--- src/hdl/eadsr_pkg.sv ---
// Shared types and constants for the exponential ADSR envelope generator.
// Used by eadsr_cfg_regs, eadsr_core and exponential_adsr_envelope.
`timescale 1ns / 1ps

package eadsr_pkg;

    localparam int LEVEL_W    = 17;
    localparam int COEFF_W    = 16;
    localparam int CFG_DATA_W = 18;
    localparam int CFG_ADDR_W = 3;
    localparam int IN_DATA_W  = 8;
    localparam int OUT_DATA_W = 24;

    localparam logic [LEVEL_W-1:0] FULL_SCALE = 17'd65536;

    // bit positions in mode_flags
    localparam int MODE_ATTACK_INSTANT  = 0;
    localparam int MODE_DECAY_INSTANT   = 1;
    localparam int MODE_RELEASE_INSTANT = 2;
    localparam int MODE_CHAIN_ON        = 3;
    localparam int MODE_CHAIN_OFF       = 4;

    typedef enum logic [CFG_ADDR_W-1:0] {
        REG_ATTACK_COEFF   = 3'd0,
        REG_ATTACK_OFFSET  = 3'd1,
        REG_DECAY_COEFF    = 3'd2,
        REG_DECAY_OFFSET   = 3'd3,
        REG_RELEASE_COEFF  = 3'd4,
        REG_RELEASE_OFFSET = 3'd5,
        REG_SUSTAIN_LEVEL  = 3'd6,
        REG_MODE_FLAGS     = 3'd7
    } reg_idx_t;

    typedef struct packed {
        logic        [15:0] attack_coeff;
        logic        [16:0] attack_offset;
        logic        [15:0] decay_coeff;
        logic signed [17:0] decay_offset;
        logic        [15:0] release_coeff;
        logic signed [10:0] release_offset;
        logic        [16:0] sustain_level;
        logic        [4:0]  mode_flags;
    } cfg_t;

    typedef struct packed {
        logic               chain_off;
        logic               chain_on;
        logic [LEVEL_W-1:0] level;
    } result_t;

endpackage

--- src/hdl/eadsr_cfg_regs.sv ---
// Configuration register file of the envelope generator.
// Depends on eadsr_pkg for the register indexes and the cfg_t bundle.
`timescale 1ns / 1ps

module eadsr_cfg_regs (
    input  logic                             clk,
    input  logic                             rst_n,
    input  logic                             cfg_we,
    input  logic [eadsr_pkg::CFG_ADDR_W-1:0] cfg_addr,
    input  logic [eadsr_pkg::CFG_DATA_W-1:0] cfg_wdata,
    output eadsr_pkg::cfg_t                  cfg
);
    import eadsr_pkg::*;

    cfg_t cfg_reg;

    always_ff @(posedge clk or negedge rst_n)
    begin
        if (!rst_n)
        begin
            cfg_reg.attack_coeff   <= 16'd64936;
            cfg_reg.attack_offset  <= 17'd737;
            cfg_reg.decay_coeff    <= 16'd65458;
            cfg_reg.decay_offset   <= 18'sd62;
            cfg_reg.release_coeff  <= 16'd65280;
            cfg_reg.release_offset <= -11'sd2;
            cfg_reg.sustain_level  <= 17'd52429;
            cfg_reg.mode_flags     <= 5'd0;
        end
        else if (cfg_we)
        begin
            case (reg_idx_t'(cfg_addr))
                REG_ATTACK_COEFF:   cfg_reg.attack_coeff   <= cfg_wdata[15:0];
                REG_ATTACK_OFFSET:  cfg_reg.attack_offset  <= cfg_wdata[16:0];
                REG_DECAY_COEFF:    cfg_reg.decay_coeff    <= cfg_wdata[15:0];
                REG_DECAY_OFFSET:   cfg_reg.decay_offset   <= $signed(cfg_wdata[17:0]);
                REG_RELEASE_COEFF:  cfg_reg.release_coeff  <= cfg_wdata[15:0];
                REG_RELEASE_OFFSET: cfg_reg.release_offset <= $signed(cfg_wdata[10:0]);
                REG_SUSTAIN_LEVEL:  cfg_reg.sustain_level  <= cfg_wdata[16:0];
                REG_MODE_FLAGS:     cfg_reg.mode_flags     <= cfg_wdata[4:0];
                default:            cfg_reg                <= cfg_reg;
            endcase
        end
    end

    assign cfg = cfg_reg;

endmodule

--- src/hdl/eadsr_core.sv ---
// Envelope phase sequencer and one-pole multiply-add for one gate sample.
// Depends on eadsr_pkg for cfg_t, result_t and the fixed-point constants.
`timescale 1ns / 1ps

module eadsr_core (
    input  logic               clk,
    input  logic               rst_n,
    input  logic               step,
    input  logic               gate,
    input  eadsr_pkg::cfg_t    cfg,
    output eadsr_pkg::result_t res
);
    import eadsr_pkg::*;

    typedef enum logic [2:0] {
        PH_OFF     = 3'd0,
        PH_ATTACK  = 3'd1,
        PH_DECAY   = 3'd2,
        PH_SUSTAIN = 3'd3,
        PH_RELEASE = 3'd4
    } phase_t;

    phase_t             phase_reg, phase_next, phase_edge;
    logic [LEVEL_W-1:0] env_level_reg, env_level_next;
    logic               gate_prev_reg;
    logic               on_edge, off_edge, off_end;

    logic [COEFF_W-1:0]       coeff_sel;
    logic signed [19:0]       offset_sel;
    logic [32:0]              prod;
    logic [32:0]              prod_rnd;
    logic signed [19:0]       curve_v;
    logic [LEVEL_W-1:0]       curve_clamped;
    logic [LEVEL_W-1:0]       sustain_eff;

    // gate edges move the phase before the level update
    always_comb
    begin
        phase_edge = phase_reg;
        on_edge    = 1'b0;
        off_edge   = 1'b0;
        if (gate && !gate_prev_reg)
        begin
            if (phase_reg != PH_ATTACK)
            begin
                phase_edge = PH_ATTACK;
                on_edge    = cfg.mode_flags[MODE_CHAIN_ON];
            end
        end
        else if (!gate && gate_prev_reg)
        begin
            if (env_level_reg != '0)
            begin
                if (phase_reg != PH_RELEASE)
                    phase_edge = PH_RELEASE;
            end
            else if (phase_reg != PH_OFF)
            begin
                phase_edge = PH_OFF;
                off_edge   = cfg.mode_flags[MODE_CHAIN_OFF];
            end
        end
    end

    always_comb
    begin
        case (phase_edge)
            PH_ATTACK:
            begin
                coeff_sel  = cfg.attack_coeff;
                offset_sel = $signed({3'b000, cfg.attack_offset});
            end
            PH_DECAY:
            begin
                coeff_sel  = cfg.decay_coeff;
                offset_sel = 20'(cfg.decay_offset);
            end
            PH_RELEASE:
            begin
                coeff_sel  = cfg.release_coeff;
                offset_sel = 20'(cfg.release_offset);
            end
            default:
            begin
                coeff_sel  = '0;
                offset_sel = '0;
            end
        endcase
    end

    // round half up at bit 16, then add the phase offset
    assign prod     = 33'(env_level_reg) * 33'(coeff_sel);
    assign prod_rnd = prod + 33'd32768;
    assign curve_v  = $signed({3'b000, prod_rnd[32:16]}) + offset_sel;

    assign curve_clamped = (curve_v < 20'sd0) ? '0 :
                           (curve_v > $signed({3'b000, FULL_SCALE})) ? FULL_SCALE :
                           curve_v[LEVEL_W-1:0];

    assign sustain_eff = (cfg.sustain_level > FULL_SCALE) ? FULL_SCALE : cfg.sustain_level;

    always_comb
    begin
        phase_next     = phase_edge;
        env_level_next = env_level_reg;
        off_end        = 1'b0;
        case (phase_edge)
            PH_OFF:
                env_level_next = '0;
            PH_ATTACK:
            begin
                if (curve_v >= $signed({3'b000, FULL_SCALE})
                    || cfg.mode_flags[MODE_ATTACK_INSTANT])
                begin
                    env_level_next = FULL_SCALE;
                    phase_next     = PH_DECAY;
                end
                else
                    env_level_next = curve_clamped;
            end
            PH_DECAY:
            begin
                env_level_next = curve_clamped;
                if (curve_v <= $signed({3'b000, sustain_eff})
                    || cfg.mode_flags[MODE_DECAY_INSTANT])
                    phase_next = PH_SUSTAIN;
            end
            PH_SUSTAIN:
                env_level_next = sustain_eff;
            PH_RELEASE:
            begin
                if (curve_v <= 20'sd0 || cfg.mode_flags[MODE_RELEASE_INSTANT])
                begin
                    env_level_next = '0;
                    phase_next     = PH_OFF;
                    off_end        = cfg.mode_flags[MODE_CHAIN_OFF];
                end
                else
                    env_level_next = curve_clamped;
            end
            default:
                env_level_next = env_level_reg;
        endcase
    end

    always_ff @(posedge clk or negedge rst_n)
    begin
        if (!rst_n)
        begin
            phase_reg     <= PH_OFF;
            env_level_reg <= '0;
            gate_prev_reg <= 1'b0;
        end
        else if (step)
        begin
            phase_reg     <= phase_next;
            env_level_reg <= env_level_next;
            gate_prev_reg <= gate;
        end
    end

    assign res.level     = env_level_next;
    assign res.chain_on  = on_edge;
    assign res.chain_off = off_edge | off_end;

endmodule

--- src/hdl/exponential_adsr_envelope.sv ---
// Exponential ADSR envelope generator, top level.
// Usage:
//   s_tvalid/s_tready/s_tdata carry one gate sample per audio tick; each word
//   accepted gives exactly one result word on m_tvalid/m_tready/m_tdata with
//   the envelope level (Q.16, 65536 = 1.0) and the chain on/off pulses.
//   Registers are written through cfg_we/cfg_addr/cfg_wdata, one per clock;
//   the user must do so only while no sample is in flight; the block does not enforce it.
// Path: an accepted word is held in the input register, then passes the
//   multiply-add into the result register, whose valid flag drives m_tvalid.
// Throughput: one word per cycle while m_tready stays high; the single 17x16
//   multiply-add sits between the input register and the result register.
// Reset: phase off, level zero, gate history low, registers at their
//   defaults, both channel registers empty.
// Stall: while the result register is held by a low m_tready the input
//   register can still take one word; after that s_tready drops until the
//   result is taken. No word is lost or repeated.
// Depends on eadsr_pkg, eadsr_cfg_regs and eadsr_core.
`timescale 1ns / 1ps

module exponential_adsr_envelope (
    input  logic                             clk,
    input  logic                             rst_n,
    input  logic                             s_tvalid,
    output logic                             s_tready,
    input  logic [eadsr_pkg::IN_DATA_W-1:0]  s_tdata,   // [0] gate, [7:1] zero
    output logic                             m_tvalid,
    input  logic                             m_tready,
    output logic [eadsr_pkg::OUT_DATA_W-1:0] m_tdata,   // [16:0] level, [17] chain_on,
                                                        // [18] chain_off, [23:19] zero
    input  logic                             cfg_we,
    input  logic [eadsr_pkg::CFG_ADDR_W-1:0] cfg_addr,
    input  logic [eadsr_pkg::CFG_DATA_W-1:0] cfg_wdata
);
    import eadsr_pkg::*;

    cfg_t    cfg;
    result_t res;
    result_t res_reg;

    logic in_valid_reg, in_valid_next;
    logic gate_reg;
    logic out_valid_reg, out_valid_next;
    logic advance;
    logic in_take;

    eadsr_cfg_regs u_cfg (
        .clk       (clk),
        .rst_n     (rst_n),
        .cfg_we    (cfg_we),
        .cfg_addr  (cfg_addr),
        .cfg_wdata (cfg_wdata),
        .cfg       (cfg)
    );

    eadsr_core u_core (
        .clk   (clk),
        .rst_n (rst_n),
        .step  (advance),
        .gate  (gate_reg),
        .cfg   (cfg),
        .res   (res)
    );

    // advance the held sample whenever the result slot is free or being drained
    assign advance  = in_valid_reg && (!out_valid_reg || m_tready);
    assign s_tready = !in_valid_reg || advance;
    assign in_take  = s_tvalid && s_tready;

    assign in_valid_next  = in_take ? 1'b1 : (advance ? 1'b0 : in_valid_reg);
    assign out_valid_next = advance ? 1'b1 : (m_tready ? 1'b0 : out_valid_reg);

    always_ff @(posedge clk or negedge rst_n)
    begin
        if (!rst_n)
        begin
            in_valid_reg  <= 1'b0;
            out_valid_reg <= 1'b0;
        end
        else
        begin
            in_valid_reg  <= in_valid_next;
            out_valid_reg <= out_valid_next;
        end
    end

    always_ff @(posedge clk)
    begin
        if (in_take)
            gate_reg <= s_tdata[0];
        if (advance)
            res_reg <= res;
    end

    assign m_tvalid = out_valid_reg;
    assign m_tdata  = {5'b00000, res_reg.chain_off, res_reg.chain_on, res_reg.level};

    a_level_range: assert property (@(posedge clk) disable iff (!rst_n)
        m_tvalid |-> (m_tdata[16:0] <= FULL_SCALE))
        else $error("envelope level above full scale");

    a_pulse_exclusive: assert property (@(posedge clk) disable iff (!rst_n)
        m_tvalid |-> !(m_tdata[17] && m_tdata[18]))
        else $error("chain on and chain off raised together");

    a_advance_fills: assert property (@(posedge clk) disable iff (!rst_n)
        advance |=> m_tvalid)
        else $error("advanced sample did not reach the result register");

    a_stall_holds: assert property (@(posedge clk) disable iff (!rst_n)
        (in_valid_reg && out_valid_reg && !m_tready) |=> in_valid_reg)
        else $error("held input word dropped during output stall");

endmodule

--- config.mk ---
export PLATFORM = sky130hd
export DESIGN_NAME = exponential_adsr_envelope
export DESIGN_NICKNAME = d
export VERILOG_FILES = /design/src/hdl/eadsr_pkg.sv /design/src/hdl/eadsr_cfg_regs.sv /design/src/hdl/eadsr_core.sv /design/src/hdl/exponential_adsr_envelope.sv
export SDC_FILE = /design/constraint.sdc
export NUM_CORES = 1
export LEC_CHECK = 0
export BUFFER_PORTS_ARGS = -buffer_cell sky130_fd_sc_hd__buf_2
export CORE_UTILIZATION = 45
export CTS_CLUSTER_DIAMETER = 50
export CTS_CLUSTER_SIZE = 14
export DETAILED_ROUTE_END_ITERATION = 10
export GPL_TIMING_DRIVEN = 0
export MAX_ROUTING_LAYER = met4
export SETUP_SLACK_MARGIN = 0.05
export SLEW_MARGIN = 0
export SYNTH_ARGS = -nofsm -noshare
export SYNTH_HDL_FRONTEND = slang
export SYNTH_SLANG_ARGS = --single-unit
--- constraint.sdc ---
create_clock -name clk -period 20.5 [get_ports clk]
set_input_delay 3.075 -clock clk [delete_from_list [all_inputs] [get_ports clk]]
set_output_delay 3.075 -clock clk [all_outputs]
set_load 0.01 [all_outputs]
==> results.py, run 1 <==
metrics = {
    "timing": {
        "fmax_mhz": 72.8,
        "drv_slew": 8,
        "fin_crit_ps": 13730,
        "fin_tns_setup_ps": 0,
        "hold_slack_ps": 509,
        "fin_skew_ps": 6.68,
        "worst_slack_ps": 6770,
        "setup_violations": 0,
        "grt_setup_unrepaired": "false",
        "slew_headroom_pct": -6.89,
        "hold_violations": 0,
        "tightest_slew_ps": 1600,
        "fin_crit_sh_pct": 67.0,
    },
    "global_route": {
        "grt_use_met3_pct": 2.80,
        "overflow": 0,
        "grt_max_degree": 72,
        "grt_antenna_before_repair": 0,
        "grt_pass1_wl_microns": 79200,
        "grtUsageMet1_pct": 34.9,
        "grt_use_total_pct": 26.4,
        "grt_busiest_layer": "met2",
        "global_route.usage.met2_pct": 43.1,
        "grt_pass1_vias": 13963,
    },
    "drt": {
        "drc": 0,
        "vias": 13467,
        "wl_per_cell_microns": 20.4,
        "antenna_left": 0,
        "viasPerCell": 5.52,
        "drt_first_pass_iters": 5,
        "initialDrtViolationCount": 993,
        "wl_microns": 49800,
    },
    "cells_and_area": {
        "instances_no_fill": 2441,
        "regArea_sq_um": 4150,
        "multi_input_area_sq_um": 12100,
        "layout-drive-gt1-share_pct": 15.2,
        "largest_reg_flops": 116,
        "finalNetCount": 2301,
        "area_growth_pct": 8.56,
        "diodes": 0,
        "n_fill_cell": 3650,
    },
    "status": {
        "outcome": "finished, violations left",
        "violations": "max-slew violations",
    },
    "clock_tree": {
        "cts-root-buf": "clkbuf_16",
        "clkLatencyLatePin_ps": 440,
        "numClockSinks": 159,
        "htree_num_levels": 4,
        "cts-resized-gates": 0,
        "cts_max_path_buffers": 2,
        "cts_hold_buffers": 0,
        "cts_tree": "built",
        "post_cts_buffers": 0,
        "cts_made_buffers": 17,
        "cts.clk_slew.worst_paths_ps": 70,
    },
    "setup_path": {
        "start_kind": "flip-flop",
        "criticalPathCategory": "reg -> reg",
        "cp.buffers_inverters": 9,
        "critPathArrivalTime_ps": 14010,
        "cp.required_ps": 20780,
        "cp_slowest_stage_delay_ps": 650,
        "slowest_stage": "clkbuf_1",
        "crit_family": "adder cells",
        "cp_max_fo": 10,
        "startpoint": "gate_reg",
        "r2r-start": "gate_reg",
        "end_kind": "flip-flop",
    },
    "synthesis": {
        "yosysSeqAreaShare_pct": 23.5,
        "synth_compound_area_share_pct": 8.96,
        "ys_types": 77,
        "muxShareOfSynthArea_pct": 7.74,
        "synth_warnings": 0,
        "syn-instance-count": 1838,
        "synth_most_common_cell": "inv_1",
        "synth_top_family_by_area": "adder cells",
        "async_reset_ff_share_pct": 87.4,
        "synthAdderAreaFrac_pct": 34.1,
        "avgSynthCellArea_sq_um": 9.63,
        "postSynth.topFlopCell": "dfrtp_1",
        "synthTopCellsByCount": "284 x inv_1, 241 x nand2_1, 208 x fa_1, 149 x ha_1, 119 x mux2_2",
        "synth-xor-area-share_pct": 1.34,
        "synth_edf_count": 20,
        "synth_area_sq_um": 17700,
        "synthSimpleGateAreaFrac_pct": 16.2,
        "synth.largest_area_cell": "fa_1",
        "ys_ff_latch": 159,
        "synth_top_cell_area_share_pct": 23.5,
        "synthTopCellsByArea": "fa_1 24%, dfrtp_1 11%, ha_1 11%",
    },
    "floorplanning": {
        "pin_count": 60,
        "die_x_microns": 200,
        "initial_utilization_pct": 45.7,
        "die_y_microns": 200,
        "dieArea_sq_um": 40100,
        "fp-row-count": 72,
        "coreArea_sq_um": 38700,
    },
    "run": {
        "drv_cap": 0,
    },
    "placement": {
        "dpl.cell_count": 2409,
        "dp_slack_ps": 6850,
        "portBuffers": 45,
        "dp_hpwl_microns": 40700,
        "gp_congestion": 0.929,
    },
    "hold_path": {
        "hp-start": "u_cfg.cfg[65]",
        "hold_class": "reg -> reg",
    },
}
-- layout make-up --
class / count / area share, %
well taps: 518 / 3.37
inverters: 284 / 5.55
plain buffers: 92 / 1.97
multi-input cells: 1307 / 63.1
flip-flops and latches: 159 / 21.6
clock buffers: 19 / 2.36
repair buffers: 49 / 1.43
clock inverters: 13 / 0.645
-- worst paths after layout --
path | cells after the start | to | slack (ps)
max | 44 | u_core.phase_reg[0] | 6770
min | 1 | u_cfg.cfg[65] | 510
min reg2reg | 1 | u_cfg.cfg[65] | 510
max in group asynchronous | 2 | u_cfg.cfg[48] | 17050
max reg2reg | 44 | u_core.phase_reg[0] | 6770
min in group asynchronous | 1 | u_cfg.cfg[55] | 2640
-- cell usage in the layout, fill, tap and decap left out, types with 23 or more instances in the layout --
cell type	n
inv_1	284
ha_1	149
nor2_1	65
nor2b_1	69
clkbuf_1	74
buf_2	49
a31oi_1	34
fa_1	208
dfstp_2	59
a21oi_1	43
a21o_1	23
nand2_1	241
and2_1	66
mux2_2	119
dfrtp_1	80
-- kinds of logic (layout without fill, tap and decap cells) --
| family | after synthesis | count (layout) |
|---|---|---|
| AOI/OAI and AO/OA | 223 | 223 |
| and+or+nand+nor | 573 | 573 |
| adders and majority gates | 357 | 357 |
| other | 1 | 5 |
| xor gates and xnor gates | 27 | 27 |
| buffers and inverters | 376 | 457 |
| DFF | 159 | 159 |
| muxes | 122 | 122 |
-- worst register-to-register path: cells and delay by family (launching register included) --
family	cells	cell delay (ps)
buf+inv	9	2270
compound gates	11	3140
fa+ha+maj	9	4070
simple gates	15	3590
flops	1	510
-- stage by stage --
step | instance area [sq um] | util, %
floorplan | 17700 | -
global placement | 18600 | 48.0
detailed placement | 18600 | 48.1
CTS | 19200 | 49.6
global route | 19200 | 49.6
finish | 19200 | 49.6
-- per-layer routing --
layer / wire, microns / part of all wire (%)
met4: 1120 / 2.3
met2: 24000 / 48
met1: 22200 / 45
met3: 2440 / 4.9
met5: 0 / 0
Power of run 1 is not shown: default switching activity piles up to over one toggle a cycle in this logic, so the estimate is an artifact.
==> run 2, diff against run 1 <==
==> constraint.sdc (replaced) <==
create_clock -name clk -period 12.4 [get_ports clk]
set_input_delay 1.86 -clock clk [delete_from_list [all_inputs] [get_ports clk]]
set_output_delay 1.86 -clock clk [all_outputs]
set_load 0.01 [all_outputs]
==> results.py, run 2 (synthesis results as in run 1) <==
metrics = {
    "hold_path": {
        "hp-start": "u_cfg.cfg[61]",
        "hold_class": "reg -> reg",
    },
    "global_route": {
        "grt_use_total_pct": 26.4,
        "grt_pass1_wl_microns": 79200,
        "overflow": 0,
        "grt_antenna_before_repair": 1,
        "grt_pass1_vias": 13962,
        "grt_max_degree": 72,
    },
    "cells_and_area": {
        "largest_reg_flops": 116,
        "mostFrequentLayoutCell": "inv_1",
        "layout-drive-gt1-share_pct": 17.4,
        "finalNetCount": 2298,
        "n_fill_cell": 3640,
        "final_cell_mix": "284 x inv_1, 235 x nand2_1, 208 x fa_1",
        "area_growth_pct": 9.47,
        "instances_no_fill": 2439,
        "utilization_pct": 50.0,
    },
    "timing": {
        "grt_setup_unrepaired": "false",
        "fin_crit_sh_pct": 95.9,
        "fin_skew_ps": 8.47,
        "drv_slew": 0,
        "hold_slack_ps": 509,
        "hold_violations": 0,
        "fmax_mhz": 84.1,
        "slew_headroom_pct": 14.8,
        "tightest_slew_ps": 1270,
        "fin_crit_ps": 11890,
        "setup_violations": 0,
    },
    "drt": {
        "viasPerCell": 5.51,
        "initialDrtViolationCount": 915,
        "drt_first_pass_iters": 6,
        "drc": 0,
        "wl_microns": 49900,
        "wl_per_cell_microns": 20.5,
        "antenna_left": 0,
        "vias": 13446,
    },
    "setup_path": {
        "cp.required_ps": 12610,
        "crit_family": "adder cells",
        "r2r-start": "u_core.env_level_reg[11]",
        "cp_max_fo": 10,
        "end_kind": "flip-flop",
        "cp_slowest_stage_delay_ps": 580,
        "start_kind": "flip-flop",
        "critPathArrivalTime_ps": 12100,
        "criticalPathCategory": "reg -> reg",
        "cp.buffers_inverters": 8,
        "startpoint": "u_core.env_level_reg[11]",
        "crit_top_cell": "fa_1",
        "slowest_stage": "fa_1",
    },
    "floorplanning": {
        "pin_count": 60,
        "dieArea_sq_um": 40100,
        "fp-row-count": 72,
        "initial_utilization_pct": 45.7,
        "coreArea_sq_um": 38700,
        "die_x_microns": 200,
        "die_y_microns": 200,
    },
    "clock_tree": {
        "cts-root-buf": "clkbuf_16",
        "cts_max_path_buffers": 2,
        "cts_made_buffers": 17,
        "cts.clk_slew.worst_paths_ps": 70,
        "numClockSinks": 159,
        "clkLatencyLatePin_ps": 430,
        "htree_num_levels": 4,
        "cts_hold_buffers": 0,
        "cts_tree": "built",
    },
    "status": {
        "outcome": "finished, final reports clean",
    },
    "placement": {
        "portBuffers": 45,
        "gp_congestion": 0.929,
        "dp_hpwl_microns": 40700,
        "dpl.cell_count": 2409,
    },
    "run": {
        "drv_cap": 0,
    },
}
run 2: cell types whose count changed in the layout (fill, tap and decap cells not counted), sizes merged:
| cell | delta |
|---|---|
| clkbuf | -6 |
| diode | +1 |
| buf | +3 |
run 2: final cells by class:
class,instances,area [sq um],share of cell area [%]
multi-input cells,1307,12200,63.1
plain buffers,80,363,1.87
diodes,1,2.50,0.0129
repair buffers,58,342,1.76
flip-flops and latches,159,4150,21.4
inverters,284,1070,5.50
clock buffers,19,454,2.35
clock inverters,13,124,0.640
well taps,518,648,3.35
run 2: worst register-to-register path: cells and delay by family, from the launching register on:
family | cells | cell delay, ps
flops | 1 | 530
compound gates | 10 | 2840
buf+inv | 8 | 1270
simple gates | 12 | 2580
xor+xnor | 1 | 440
fa+ha+maj | 9 | 4020
run 2: through the flow:
step                area (sq um)  worst slack [ps]  TNS (ps)
global placement           18600             -1130    -31400
detailed placement         18600             -1250    -33110
CTS                        19300              74.6         0
global route               19400              83.0         0
finish                     19400               511         0
floorplan                  17700              1810         0
run 2: final timing paths:
path | depth (start not counted) | slack [ps] | end
max reg2reg | 40 | 510 | m_tdata[15]
min reg2reg | 1 | 510 | u_cfg.cfg[61]
max in group asynchronous | 2 | 10160 | u_cfg.cfg[48]
min | 1 | 510 | u_cfg.cfg[61]
max | 40 | 510 | m_tdata[15]
min in group asynchronous | 1 | 1420 | u_cfg.cfg[55]
run 2: what timing repair did:
action	in CTS	in global routing
setup endpoints to repair	38	37
pin swaps	3	3
hold endpoints to repair	0	0
setup buffers	5	4
gates resized for setup	17	35
cloned	0	0
run 2: per-layer routing:
layer	up-vias	wire, microns	global-route usage, %
li1	6157	-	-
met5	-	0	-
met2	347	24200	43.5
met3	73	2270	2.47
met1	6869	22300	34.8
met4	0	1110	7.01
Power of run 2 is left out for the same reason.
==> run 3, diff against run 2 <==
--- a/config.mk
+++ b/config.mk
@@ -6,12 +6,13 @@
 export NUM_CORES = 1
 export LEC_CHECK = 0
 export BUFFER_PORTS_ARGS = -buffer_cell sky130_fd_sc_hd__buf_2
-export CORE_UTILIZATION = 45
+export CORE_UTILIZATION = 59
 export CTS_CLUSTER_DIAMETER = 50
 export CTS_CLUSTER_SIZE = 14
 export DETAILED_ROUTE_END_ITERATION = 10
 export GPL_TIMING_DRIVEN = 0
 export MAX_ROUTING_LAYER = met4
+export PLACE_DENSITY = 0.79
 export SETUP_SLACK_MARGIN = 0.05
 export SLEW_MARGIN = 0
 export SYNTH_ARGS = -nofsm -noshare
==> results.py, run 3 (synthesis results as in run 1) <==
metrics = {
    "status": {
        "outcome": "finished, final reports clean",
    },
    "cells_and_area": {
        "finalNetCount": 2297,
        "final_cell_area_sq_um": 19200,
        "area_growth_pct": 8.46,
        "mostFrequentLayoutCell": "inv_1",
        "layout-drive-gt1-share_pct": 17.1,
        "n_fill_cell": 2392,
        "final_cell_mix": "284 x inv_1, 235 x nand2_1, 208 x fa_1",
        "largest_reg_flops": 116,
        "utilization_pct": 64.9,
    },
    "clock_tree": {
        "cts_hold_buffers": 0,
        "clkLatencyLatePin_ps": 430,
        "numClockSinks": 159,
        "cts-root-buf": "clkbuf_16",
        "cts.clk_slew.worst_paths_ps": 70,
        "htree_num_levels": 4,
        "cts_made_buffers": 17,
        "cts_max_path_buffers": 2,
        "cts_tree": "built",
    },
    "global_route": {
        "grt_max_degree": 81,
        "grt_pass1_wl_microns": 77900,
        "overflow": 0,
        "grt_antenna_before_repair": 2,
        "grt_use_total_pct": 34.5,
        "grt_pass1_vias": 14253,
    },
    "drt": {
        "viasPerCell": 5.96,
        "antenna_left": 0,
        "initialDrtViolationCount": 1316,
        "drc": 0,
        "drt_first_pass_iters": 6,
        "vias": 13779,
        "wl_microns": 48600,
        "wl_per_cell_microns": 21.0,
    },
    "floorplanning": {
        "fp-row-count": 63,
        "initial_utilization_pct": 59.9,
        "pin_count": 60,
        "die_y_microns": 175,
        "coreArea_sq_um": 29600,
        "dieArea_sq_um": 30700,
        "die_x_microns": 175,
    },
    "timing": {
        "fin_skew_ps": 9.17,
        "hold_violations": 0,
        "drv_slew": 0,
        "hold_slack_ps": 501,
        "fmax_mhz": 83.8,
        "slew_headroom_pct": 10.8,
        "setup_violations": 0,
        "fin_crit_sh_pct": 96.2,
        "tightest_slew_ps": 1330,
        "fin_tns_setup_ps": 0,
        "fin_crit_ps": 11930,
        "grt_setup_unrepaired": "true",
    },
    "setup_path": {
        "end_kind": "flip-flop",
        "cp_max_fo": 10,
        "slowest_stage": "or4_1",
        "critPathArrivalTime_ps": 12080,
        "cp.required_ps": 12540,
        "criticalPathCategory": "reg -> reg",
        "start_kind": "flip-flop",
        "crit_top_cell": "fa_1",
        "cp_slowest_stage_delay_ps": 630,
    },
    "placement": {
        "placement.cell_area_sq_um": 18500,
        "gp_congestion": 0.971,
        "portBuffers": 45,
        "dp_hpwl_microns": 38900,
    },
    "run": {
        "drv_cap": 0,
    },
    "hold_path": {
        "hold_class": "reg -> reg",
    },
}
## run 3: cell types whose count changed in the layout (fill, tap and decap cells not counted), sizes merged
cell      before  now
clkbuf        86   83
clkinvlp       1    4
inv          290  287
buf           71   73
bufinv         0    2
clkinv         6    4
## run 3: timing repair
action	4_1_cts	5_1_grt
pin swaps	3	2
gates resized for setup	13	34
setup endpoints to repair	38	37
setup buffers	6	6
## run 3: path summary, 6_finish.rpt
check | from | endpoint | slack [ps] | cells after the start
worst max-delay path | u_core.env_level_reg[6] | m_tdata[8] | 470 | 41
worst min-delay path | in_valid_reg | m_tvalid | 500 | 1
worst max register to register | u_core.env_level_reg[6] | m_tdata[8] | 470 | 41
worst min register to register | in_valid_reg | m_tvalid | 500 | 1
max in group asynchronous | rst_n | u_cfg.cfg[42] | 10200 | 2
min in group asynchronous | rst_n | u_cfg.cfg[56] | 1400 | 1
## run 3: layout make-up
cell class                      count  area [sq um]  area share, %
Sequential cell                   159          4150           21.6
Clock buffer                       19           443           2.31
Tap cell                          390           488           2.54
Antenna cell                        1          2.50         0.0130
Multi-Input combinational cell   1307         12200           63.6
Buffer                             78           350           1.83
Inverter                          284          1070           5.56
Timing Repair Buffer               59           354           1.85
Clock inverter                     13           136          0.711
## run 3: critical path, delay by kind of cell, from the launching register on
family                     cells  cell delay (ps)
adders and majority gates      9             3960
and+or+nand+nor               11             3250
AOI/OAI and AO/OA              8             1840
buffers and inverters         11             1500
xor gates and xnor gates       2              670
DFF                            1              360
## run 3: routing by layer
metal  routed length (microns)  GRT usage [%]  part of all wire, %
met1                     19800           44.0                   41
met3                      3390           5.31                  7.0
met4                      2160           13.9                  4.4
met5                         0              -                    0
met2                     23300           55.1                   48
## run 3: stage by stage
| step | cells | setup WS (ps) |
|---|---|---|
| after floorplan | 1842 | 1810 |
| after global placement | 2277 | -921 |
| after detailed placement | 2279 | -953 |
| after CTS | 2307 | 59.9 |
| after global routing | 2310 | -42.7 |
| final | 2310 | 466 |
Power of run 3 is left out for the same reason.
